`config.mk`:
```
export PLATFORM = sky130hd
export DESIGN_NAME = rwdm_ctrl
export DESIGN_NICKNAME = d
export VERILOG_FILES = /design/src/design/rwdm_pkg.sv /design/src/design/rwdm_ctrl.sv
export VERILOG_INCLUDE_DIRS = /design/src /design/src/design
export SDC_FILE = /design/constraint.sdc
export NUM_CORES = 1
export LEC_CHECK = 0
export ABC_AREA = 1
export BUFFER_PORTS_ARGS = -buffer_cell sky130_fd_sc_hd__buf_4
export CAP_MARGIN = 20
export CORE_AREA = 2 2 39 41
export CTS_CLUSTER_SIZE = 30
export DETAILED_ROUTE_END_ITERATION = 6
export DIE_AREA = 0 0 41 43
export PLACE_DENSITY = 0.35
export SLEW_MARGIN = 20
export SYNTH_ARGS = -nofsm -noshare
export SYNTH_HDL_FRONTEND = slang
export SYNTH_SLANG_ARGS = --single-unit
```
`constraint.sdc`:
```
create_clock -name clk -period 2.75 [get_ports clk]
set_clock_uncertainty 0.15 [all_clocks]
set_input_delay 0.275 -clock clk [delete_from_list [all_inputs] [get_ports clk]]
set_output_delay 0.275 -clock clk [all_outputs]
set_load 0.01 [all_outputs]
```
`src/design/region_window_depth_gc_mean_core_defines.svh`:
```
// Assertion macros shared by the window-mean core.
// Needs a clock named clk and an active-low reset named arst_n in scope.
`ifndef REGION_WINDOW_DEPTH_GC_MEAN_CORE_DEFINES_SVH
`define REGION_WINDOW_DEPTH_GC_MEAN_CORE_DEFINES_SVH

// same-cycle implication
`define RWDM_ASSERT_NOW(label, ante, cons) \
	label: assert property (@(posedge clk) disable iff (!arst_n) (ante) |-> (cons)) \
		else $error("rwdm check failed");

// next-cycle implication
`define RWDM_ASSERT_NXT(label, ante, cons) \
	label: assert property (@(posedge clk) disable iff (!arst_n) (ante) |=> (cons)) \
		else $error("rwdm check failed");

`endif

```
`src/design/rwdm_pkg.sv`:
```
// Shared constants and control types of the window-mean core.
// No dependencies.
`default_nettype none
package rwdm_pkg;
	localparam int RING_DEPTH  = 4096;
	localparam int RING_AW     = $clog2(RING_DEPTH);
	localparam int DEPTH_BITS  = 16;
	localparam int OFF_W       = 24;
	localparam int DSUM_W      = 40;
	localparam int GSUM_W      = 32;
	localparam int USUM_W      = 24;
	localparam int ENTRY_W     = DSUM_W + GSUM_W + USUM_W;
	localparam int CNT_W       = OFF_W + 1;
	localparam int NUM_W       = 48;
	localparam int LEN_W       = 12;
	localparam int SHIFT_W     = 11;
	localparam int CFG_IDX_W   = 2;
	localparam logic [LEN_W-1:0]   LEN_MAX       = 12'd2048;
	localparam logic [LEN_W-1:0]   LEN_RESET     = 12'd100;
	localparam logic [SHIFT_W-1:0] SHIFT_RESET   = 11'd50;
	localparam logic [3:0]         GC_UNKNOWN_FROM = 4'd5;
	localparam logic [CFG_IDX_W-1:0] REG_WIN_LEN      = 2'd0;
	localparam logic [CFG_IDX_W-1:0] REG_WINDOW_SHIFT = 2'd1;

	typedef struct packed {
		logic accept;
		logic rd;
		logic start;
		logic load;
	} cmd_t;

	typedef struct packed {
		logic emit;
		logic div_done;
		logic out_free;
	} sts_t;
endpackage
`default_nettype wire

```
`src/design/rwdm_ctrl.sv`:
```
// Sequencer of the window-mean core: accept, ring read, subtract, divide, load.
// Depends on rwdm_pkg and the assertion macro header.
`default_nettype none
`include "region_window_depth_gc_mean_core_defines.svh"
module rwdm_ctrl (
	input  wire logic           clk,
	input  wire logic           arst_n,
	input  wire logic           in_valid,
	output logic                in_stall,
	input  wire rwdm_pkg::sts_t sts,
	output rwdm_pkg::cmd_t      cmd
);
	localparam logic [1:0] ST_IDLE = 2'd0;
	localparam logic [1:0] ST_RD   = 2'd1;
	localparam logic [1:0] ST_SUB  = 2'd2;
	localparam logic [1:0] ST_DIV  = 2'd3;

	logic [1:0] state_q;
	logic [1:0] state_d;

	always_comb begin
		cmd      = '0;
		state_d  = state_q;
		in_stall = 1'b1;
		case (state_q)
			ST_IDLE: begin
				in_stall   = 1'b0;
				cmd.accept = in_valid;
				if (in_valid && sts.emit) begin
					state_d = ST_RD;
				end
			end
			ST_RD: begin
				cmd.rd  = 1'b1;
				state_d = ST_SUB;
			end
			ST_SUB: begin
				cmd.start = 1'b1;
				state_d   = ST_DIV;
			end
			ST_DIV: begin
				if (sts.div_done && sts.out_free) begin
					cmd.load = 1'b1;
					state_d  = ST_IDLE;
				end
			end
			default: state_d = ST_IDLE;
		endcase
	end

	always_ff @(posedge clk or negedge arst_n) begin
		if (!arst_n) begin
			state_q <= ST_IDLE;
		end else begin
			state_q <= state_d;
		end
	end

	`RWDM_ASSERT_NXT(a_emit_reads, cmd.accept && sts.emit, state_q == ST_RD)
	`RWDM_ASSERT_NXT(a_quiet_item, cmd.accept && !sts.emit, state_q == ST_IDLE)
	`RWDM_ASSERT_NXT(a_rd_then_sub, cmd.rd, cmd.start)
	`RWDM_ASSERT_NOW(a_load_ready, cmd.load, sts.div_done && sts.out_free)
endmodule
`default_nettype wire

```
Word level (Yosys, flattened, before mapping)

Cells that the tools add are included.
Widths: inputs -> output; s select.

Bits in writable memories: 0
Memories: 0
Input bits: 6
Register bits after elaboration: 2
Output and inout bits: 5
Bits in latches: 0
Bits in read-only memories: 0

Multipliers: 0
Divide/modulo/power cells: 0
$lt $le $gt $ge: 0
Add/subtract/negate cells: 0
Multiplexer cells: 9
Bitwise operators: 0
Shift-type cells: 0
Reduce and logical (&&, ||, !) cells: 4
Eq/ne operators: 5

Operator list:

| operator           | number |
|---|---|
| $pmux 2 s4         | 1 |
| $mux 1             | 6 |
| $eq 2x2->1 const B | 2 |
| $mux 2             | 2 |
| $ne 2x2->1 const B | 2 |
| $eq 2x1->1 const B | 1 |
| $logic_and 1x1->1  | 2 |
| $logic_not 2->1    | 1 |
| $reduce_and 2->1   | 1 |

Logic depth before layout (Yosys ltp)

Gate-level depths: netlist (run 1).

Word-level depth: 3
Mapped depth: 6
Mapped depth without buffers: 6

Least setup slack after synthesis (run 1)

Ideal clock, no wire load.

Kind: register to output
Start: reg state_q[0]
End: out cmd[3] (netlist name)
Path slack: 1.512 ns
Cell stages (with the launch flop): 5
Path buffers: 0
Data arrival time: 0.813 ns
Data required time: 2.325 ns
Path through: dfrtp_1 -> inv_1 -> ha_1 -> nand2_1 -> inv_1

RTL lines:

| what                   | line            | text |
|---|---|---|
| from (decl)            | rwdm_ctrl.sv:18 | `logic [1:0] state_q;` |
| from (signal assigned) | rwdm_ctrl.sv:55 | `state_q <= state_d;` |
| to (decl)              | rwdm_ctrl.sv:11 | `output rwdm_pkg::cmd_t cmd` |

==> results of run 1 <==
## placed cells by master, fill, tap and decap left out
master / synthesis / layout
nor2_1: 1 / 1
ha_1: 5 / 5
dlygate4sd3_1: 0 / 1
clkbuf_4: 0 / 3
dfrtp_1: 2 / 2
buf_4: 0 / 10
inv_1: 7 / 7
nand3_1: 2 / 2
nand2_1: 8 / 8
nand2_2: 3 / 3
## cell families after synthesis
group / after synthesis / synth area share
buffers and inverters: 7 / 0.130
AND/OR/NAND/NOR: 14 / 0.311
flip-flops: 2 / 0.248
adder cells (fa/ha/maj): 5 / 0.311
## timing repair
action | 4_1_cts | 5_1_grt
buffers inserted | 0 | 0
hold endpoints to repair | 2 | 0
hold buffers | 1 | 0
resized for setup | 0 | 0
## cell type report
class	instances	area [um2]	share of cell area
inverter	7	26.3	0.0798
sequential	2	50.0	0.152
timing repair buffer	11	85.1	0.259
multi-input combinational	19	125	0.380
clock buffer	3	22.5	0.0684
tap	16	20.0	0.0608
## power by group
part           total (mW)  switching [mW]  internal [mW]  leakage, nW
Sequential         0.0629          0.0165         0.0464       0.0242
Combinational       0.202           0.107         0.0950        0.159
Clock              0.0644          0.0162         0.0481       0.0138
## layer usage
metal	part of all wire	global-route usage	vias to the layer above	wire, um
met5	0	0	-	0
met4	0	0.0600	0	0
met3	0.091	0.0314	0	37
met2	0.45	0.0750	8	182
met1	0.46	0.0547	78	186
li1	-	-	109	-
## worst paths after layout
path | start | end
max in group asynchronous | arst_n | state_q[1]
hold / removal | arst_n | state_q[0]
min in group clk | sts[2] | state_q[0]
setup / recovery | state_q[0] | cmd[3]
setup reg to reg | state_q[0] | state_q[1]
hold reg to reg | state_q[1] | state_q[1]
## per-stage QoR
step / cells / area (um2)
6_report: 58 / 329
5_1_grt: 58 / 329
4_1_cts: 58 / 329
3_5_place_dp: 54 / 297
3_3_place_gp: 54 / 297
2_1_floorplan: 28 / 201
==> impl_metrics.ini, run 1 <==
[synth]
syn_avg_cell_area_um2 = 7.19
synth-seq-area-share = 0.248
synth_warnings = 0
synth_top_area_cell = ha_1
synth_ff_type = dfrtp_1
yosys-top-cells-area = ha_1 (31%), dfrtp_1 (25%), nand2_1 (15%)
syn_area_um2 = 201
synth-async-reset-ratio = 1.00
ys_ff_latch = 2
yosys-top-cells-count = nand2_1 (8), inv_1 (7), ha_1 (5)
yosys.area.top_type_share = 0.311
synth_most_common_cell = nand2_1
syn_nets = 39
synth.distinct_cells = 7
synth_edf_count = 0
netlist_instances = 28

[layout]
final_core_util = 0.238
syn2layout_area_growth_pct = 63.4
nFillCells = 158
fin_nets = 55
drive_gt1_frac = 0.381
reg_top3 = state_q (2)
max_flop_register = state_q
antenna_cells = 0
largest_reg_flops = 2

[timing]
finalCritPeriodShare = 0.583
report.final.slew_viol_count = 0
slew_headroom = 0.907
finalWorstSetupSlack_ps = 1150
fmax_mhz = 624
finalSetupTns_ps = 0
rsz0062_at_grt = no
hold_viol_final = 0
worstMarginPinSlew_ps = 140
setup_violations = 0
whs_ps = 227
fin_crit_ps = 1600

[placed_design]
io_buffers = 10
place_congestion = 0.637
place_hpwl_um = 333
place_ws_ps = 1380

[pwr]
power.leakage_nw = 0.197
p_per_area_nw_per_um2 = 1000
vdd_drop_max_mv = 0.375
power.total_uw = 329

[cts]
cts_sinks = 2
cts_tree = yes
clkLatencyLatePin_ps = 220
cts_buffers = 3
cts.clk_slew.worst_paths_ps = 30
cts_root_buffer = clkbuf_4
htree_levels = 1
clockBufferDepth = 2

[setup_path]
crit_chain = inv_1 -> ha_1 -> nand2_1 -> inv_1 -> buf_4
crit_slowest_cell = dfrtp_1
r2r_setup_slack_ps = 1500
end_kind = output pin
cp.depth = 5
critPathRequiredTime_ps = 2330
arrival_ps = 1180
cpMostUsedCell = inv_1
crit_buf_inv = 3
max_stage_delay_ps = 390
crit_type = reg -> out
crit_family = flip-flops
worstSetupStartpointType = register
r2r_cells = 6
cp_max_fo = 4

[status]
status = completed

[route]
wirelength_um = 406
vias = 195
routed_via_density = 3.36
antenna_left = 0
firstDrtPassIters = 2
drt-wirelength-per-cell_um = 7.00
drtIter0Drc = 1
drcViolationCount = 0

[hold_path]
min_path_type = in -> async

[die]
boundaryPins = 11
start_util = 0.146
dieHeight_um = 43
die_w_um = 41
coreArea_um2 = 1380
rows = 14
dieArea_um2 = 1760

[global_route]
grt_overflow = 0
grt_max_degree = 5
grt_first_pass_wirelength_um = 621
grt_usage = 0.0562
antenna_found_initial = 0
first_global_vias = 173

[flow_run]
max-cap-violations = 0
(Power assumes the default switching activity.)
==> run 2, diff against run 1 <==
clock period = 1.5 ns   (was 2.75 ns; I/O delays follow)
==> impl_metrics.ini, run 2 (same netlist as run 1, synthesis figures left out) <==
[timing]
report.final.slew_viol_count = 0
fmax_mhz = 705
whs_ps = 90.3
setup_violations = 0
worstMarginPinSlew_ps = 150
fin_crit_ps = 1420
rsz0062_at_grt = no
finalSetupTns_ps = 0
finalCritPeriodShare = 0.946
hold_viol_final = 0
slew_headroom = 0.900

[setup_path]
timing.rr.end = state_q[1]
worst_r2r_startpoint = state_q[0]
arrival_ps = 1120
crit_buf_inv = 3
cp_max_fo = 4
critPathRequiredTime_ps = 1200
worstSetupStartpointType = register
crit_slowest_cell = dfrtp_1
timing.critical_path.from = state_q[0]
crit_type = reg -> out
crit_family = flip-flops
end_kind = output pin
r2r_setup_slack_ps = 320
r2r_cells = 5
max_stage_delay_ps = 410
crit_chain = inv_2 -> ha_2 -> nand2_1 -> inv_1 -> buf_4

[global_route]
antenna_found_initial = 0
grt_overflow = 0
grt_first_pass_wirelength_um = 634
grt_usage = 0.0592
grt_max_degree = 5
first_global_vias = 180

[hold_path]
min_path_type = in -> async

[placed_design]
io_buffers = 10
place_congestion = 0.634
dpl_cell_area_um2 = 297
place_hpwl_um = 336

[cts]
cts.clk_slew.worst_paths_ps = 30
cts_sinks = 2
cts_setup_buffers = 0
cts_tree = yes
clockBufferDepth = 2
htree_levels = 1
cts_root_buffer = clkbuf_4
clkLatencyLatePin_ps = 230
cts_buffers = 3

[layout]
final_common_cell = buf_4
fin_nets = 55
reg_top3 = state_q (2)
syn2layout_area_growth_pct = 64.6
final_cell_mix = buf_4 (10), nand2_1 (8), inv_1 (5)
antenna_cells = 0
max_flop_register = state_q
largest_reg_flops = 2
drive_gt1_frac = 0.452
fin_area_um2 = 332

[die]
rows = 14
die_w_um = 41
dieArea_um2 = 1760
coreArea_um2 = 1380
dieHeight_um = 43
boundaryPins = 11
start_util = 0.146

[route]
vias = 196
drcViolationCount = 0
wirelength_um = 399
drtIter0Drc = 0
antenna_left = 0
drt-wirelength-per-cell_um = 6.88
routed_via_density = 3.38
firstDrtPassIters = 1

[pwr]
p_per_area_nw_per_um2 = 1860
vdd_drop_max_mv = 0.472
power.leakage_nw = 0.194

[status]
status = completed

[flow_run]
max-cap-violations = 0
[run 2: final cells by class]
cell class,instances,area (um2)
clock buffer,3,22.5
fill,156,1050
inverter,7,26.3
multi-input combinational,19,128
sequential,2,50.0
tap,16,20.0
timing repair buffer,11,85.1
[run 2: per-layer routing]
metal,vias up,GRT usage,part of all wire
met5,-,0,0
met4,0,0.0800,0.028
met3,2,0.0314,0.13
met2,10,0.0750,0.46
met1,76,0.0547,0.38
li1,108,-,-
[run 2: worst max-delay path by stage]
stage / end / slack, ps / cells past startpoint
2_1_floorplan: state_q[0] / 340 / 6
4_1_cts: cmd[3] / 10 / 5
5_1_grt: cmd[3] / 4 / 5
6_report: cmd[3] / 80 / 5
3_3_place_gp: state_q[1] / 280 / 6
3_5_place_dp: state_q[0] / 250 / 6
[run 2: per-stage QoR]
| step | cells | power, mW | setup slack, ps | utilization |
|---|---|---|---|---|
| after global placement | 54 | 0.496 | 275 | 0.214 |
| final | 58 | 0.617 | 81.4 | 0.240 |
| after detailed placement | 54 | 0.492 | 253 | 0.214 |
| after floorplan | 28 | 0.360 | 341 | - |
| after global routing | 58 | 0.700 | 3.56 | 0.240 |
| after CTS | 58 | 0.624 | 12.6 | 0.238 |
[run 2: what timing repair did]
item | 4_1_cts | 5_1_grt
endpoints found under the hold margin | 2 | 0
endpoints found under the setup margin | 0 | 2
gates resized for setup | 0 | 3
hold buffers | 1 | 0
[run 2: power by group]
part	switching [mW]	internal (mW)	total, mW
registers	0.0333	0.0849	0.118
logic	0.198	0.181	0.379
clock network	0.0316	0.0883	0.120
==> run 3, diff against run 2 <==
ABC_AREA = 0   (was 1)
PLACE_DENSITY = 0.33   (was 0.35)
==> impl_metrics.ini, run 3 <==
[setup_path]
crit_type = reg -> out
r2r_cells = 3
end_kind = output pin
r2r_setup_slack_ps = 100
crit_buf_inv = 1
critPathRequiredTime_ps = 1200
max_stage_delay_ps = 410
crit_chain = ha_2 -> and3_1 -> buf_4
cp_max_fo = 4
worstSetupStartpointType = register
arrival_ps = 1130
crit_slowest_cell = dfrtp_1
crit_family = flip-flops
cp.depth = 3

[route]
firstDrtPassIters = 1
drcViolationCount = 0
routed_via_density = 3.52
antenna_left = 0
drtIter0Drc = 0
drt-wirelength-per-cell_um = 8.65
vias = 183
wirelength_um = 450

[cts]
cts_sinks = 2
cts_tree = yes
cts_buffers = 3
cts_root_buffer = clkbuf_4
cts.clk_slew.worst_paths_ps = 30
clkLatencyLatePin_ps = 220
clockBufferDepth = 2
htree_levels = 1

[flow_run]
max-cap-violations = 0

[synth]
yosys-top-cells-count = ha_1 (5), inv_1 (3), dfrtp_1 (2), nand2_1 (2)
synth-async-reset-ratio = 1.00
synth_most_common_cell = ha_1
syn_nets = 29
yosys.area.top_type_share = 0.345
syn_area_um2 = 181
syn_avg_cell_area_um2 = 10.1
synth.distinct_cells = 10
synth_top_area_cell = ha_1
synth_edf_count = 0
yosys-top-cells-area = ha_1 (34%), dfrtp_1 (28%), a22oi_2 (6.9%)
netlist_instances = 18
synth_ff_type = dfrtp_1
synth_warnings = 0
synth-seq-area-share = 0.276
ys_ff_latch = 2

[timing]
fin_crit_ps = 1430
setup_violations = 0
rsz0062_at_grt = no
fmax_mhz = 697
slew_headroom = 0.886
finalCritPeriodShare = 0.956
hold_viol_final = 0
finalSetupTns_ps = 0
worstMarginPinSlew_ps = 171
report.final.slew_viol_count = 0

[pwr]
power.leakage_nw = 0.184
vdd_drop_max_mv = 0.519
p_per_area_nw_per_um2 = 1920
power.total_uw = 666

[die]
boundaryPins = 11
die_w_um = 41
start_util = 0.131
dieHeight_um = 43
dieArea_um2 = 1760
rows = 14
coreArea_um2 = 1380

[status]
status = completed

[layout]
final_cell_mix = buf_4 (14), ha_2 (3), clkbuf_4 (3)
regArea_um2 = 50.0
reg_top3 = state_q (2)
max_flop_register = state_q
multi_input_area_um2 = 128
nFillCells = 147
antenna_cells = 0
syn2layout_area_growth_pct = 91.0
fin_nets = 49
final_core_util = 0.250
drive_gt1_frac = 0.639
final_common_cell = buf_4
largest_reg_flops = 2

[global_route]
grt_overflow = 0
grt_first_pass_wirelength_um = 676
antenna_found_initial = 0
first_global_vias = 183
grt_max_degree = 5
grt_usage = 0.0622

[placed_design]
io_buffers = 10
place_hpwl_um = 376
place_congestion = 0.623

[hold_path]
min_path_type = in -> async
==> run 3: cell types whose count changed after synthesis, moves of 2 or more <==
cell	change
nand3_1	-2
inv_1	-4
nand2_1	-6
nand2_2	-3
==> run 3: path summary, 6_finish.rpt <==
path                                    to  startpoint
worst max-delay path                cmd[0]  state_q[1]
worst min-delay path            state_q[0]      arst_n
worst max register to register  state_q[1]  state_q[1]
worst min register to register  state_q[1]  state_q[1]
max in group asynchronous       state_q[1]      arst_n
min in group clk                state_q[1]      sts[2]
==> run 3: where the power goes <==
part	leakage [nW]	switching, mW	total, mW	internal [mW]
sequential	0.0235	0.0314	0.117	0.0858
combinational	0.147	0.180	0.432	0.252
clock	0.0138	0.0289	0.117	0.0881
total	0.184	0.240	0.666	0.426
==> run 3: repair_timing <==
item	in CTS	in global routing
endpoints found under the setup margin	0	5
endpoints found under the hold margin	2	0
gates resized for setup	0	5
hold buffers	1	0
buffers inserted	0	1
==> run 3: cells by family (layout without fill, tap and decap cells) <==
family / count (synthesis) / count (layout) / synth area share
adder cells (fa/ha/maj): 5 / 5 / 0.345
AND/OR/NAND/NOR: 5 / 5 / 0.131
buffers and inverters: 3 / 21 / 0.0621
multiplexers: 2 / 2 / 0.117
flip-flops: 2 / 2 / 0.276
AO/OA/AOI/OAI: 1 / 1 / 0.0690
==> run 3: through the flow <==
step | cells | setup WS [ps] | hold slack [ps] | cell area, um2
floorplan | 18 | 64.8 | -296 | 181
global placement | 47 | 27.1 | -215 | 299
detailed placement | 47 | 18.9 | -214 | 299
CTS | 51 | 2.01 | 85.8 | 332
global route | 52 | 9.66 | 105 | 347
finish | 52 | 66.0 | 96.1 | 347
==> run 3: routing by layer <==
metal  track usage  share of wire  routed length (um)  vias to the layer above
met5             0              0                   0                        -
met4        0.0800              0                   0                        0
met3        0.0157           0.15                  66                        0
met2        0.0844           0.46                 207                       11
met1        0.0641           0.39                 176                       78
li1              -              -                   -                       94
==> run 3: layout make-up <==
cell class | count | area share
repair buffers | 15 | 0.332
inverters | 3 | 0.0325
flip-flops and latches | 2 | 0.144
well taps | 16 | 0.0578
clock buffers | 3 | 0.0650
multi-input cells | 13 | 0.368
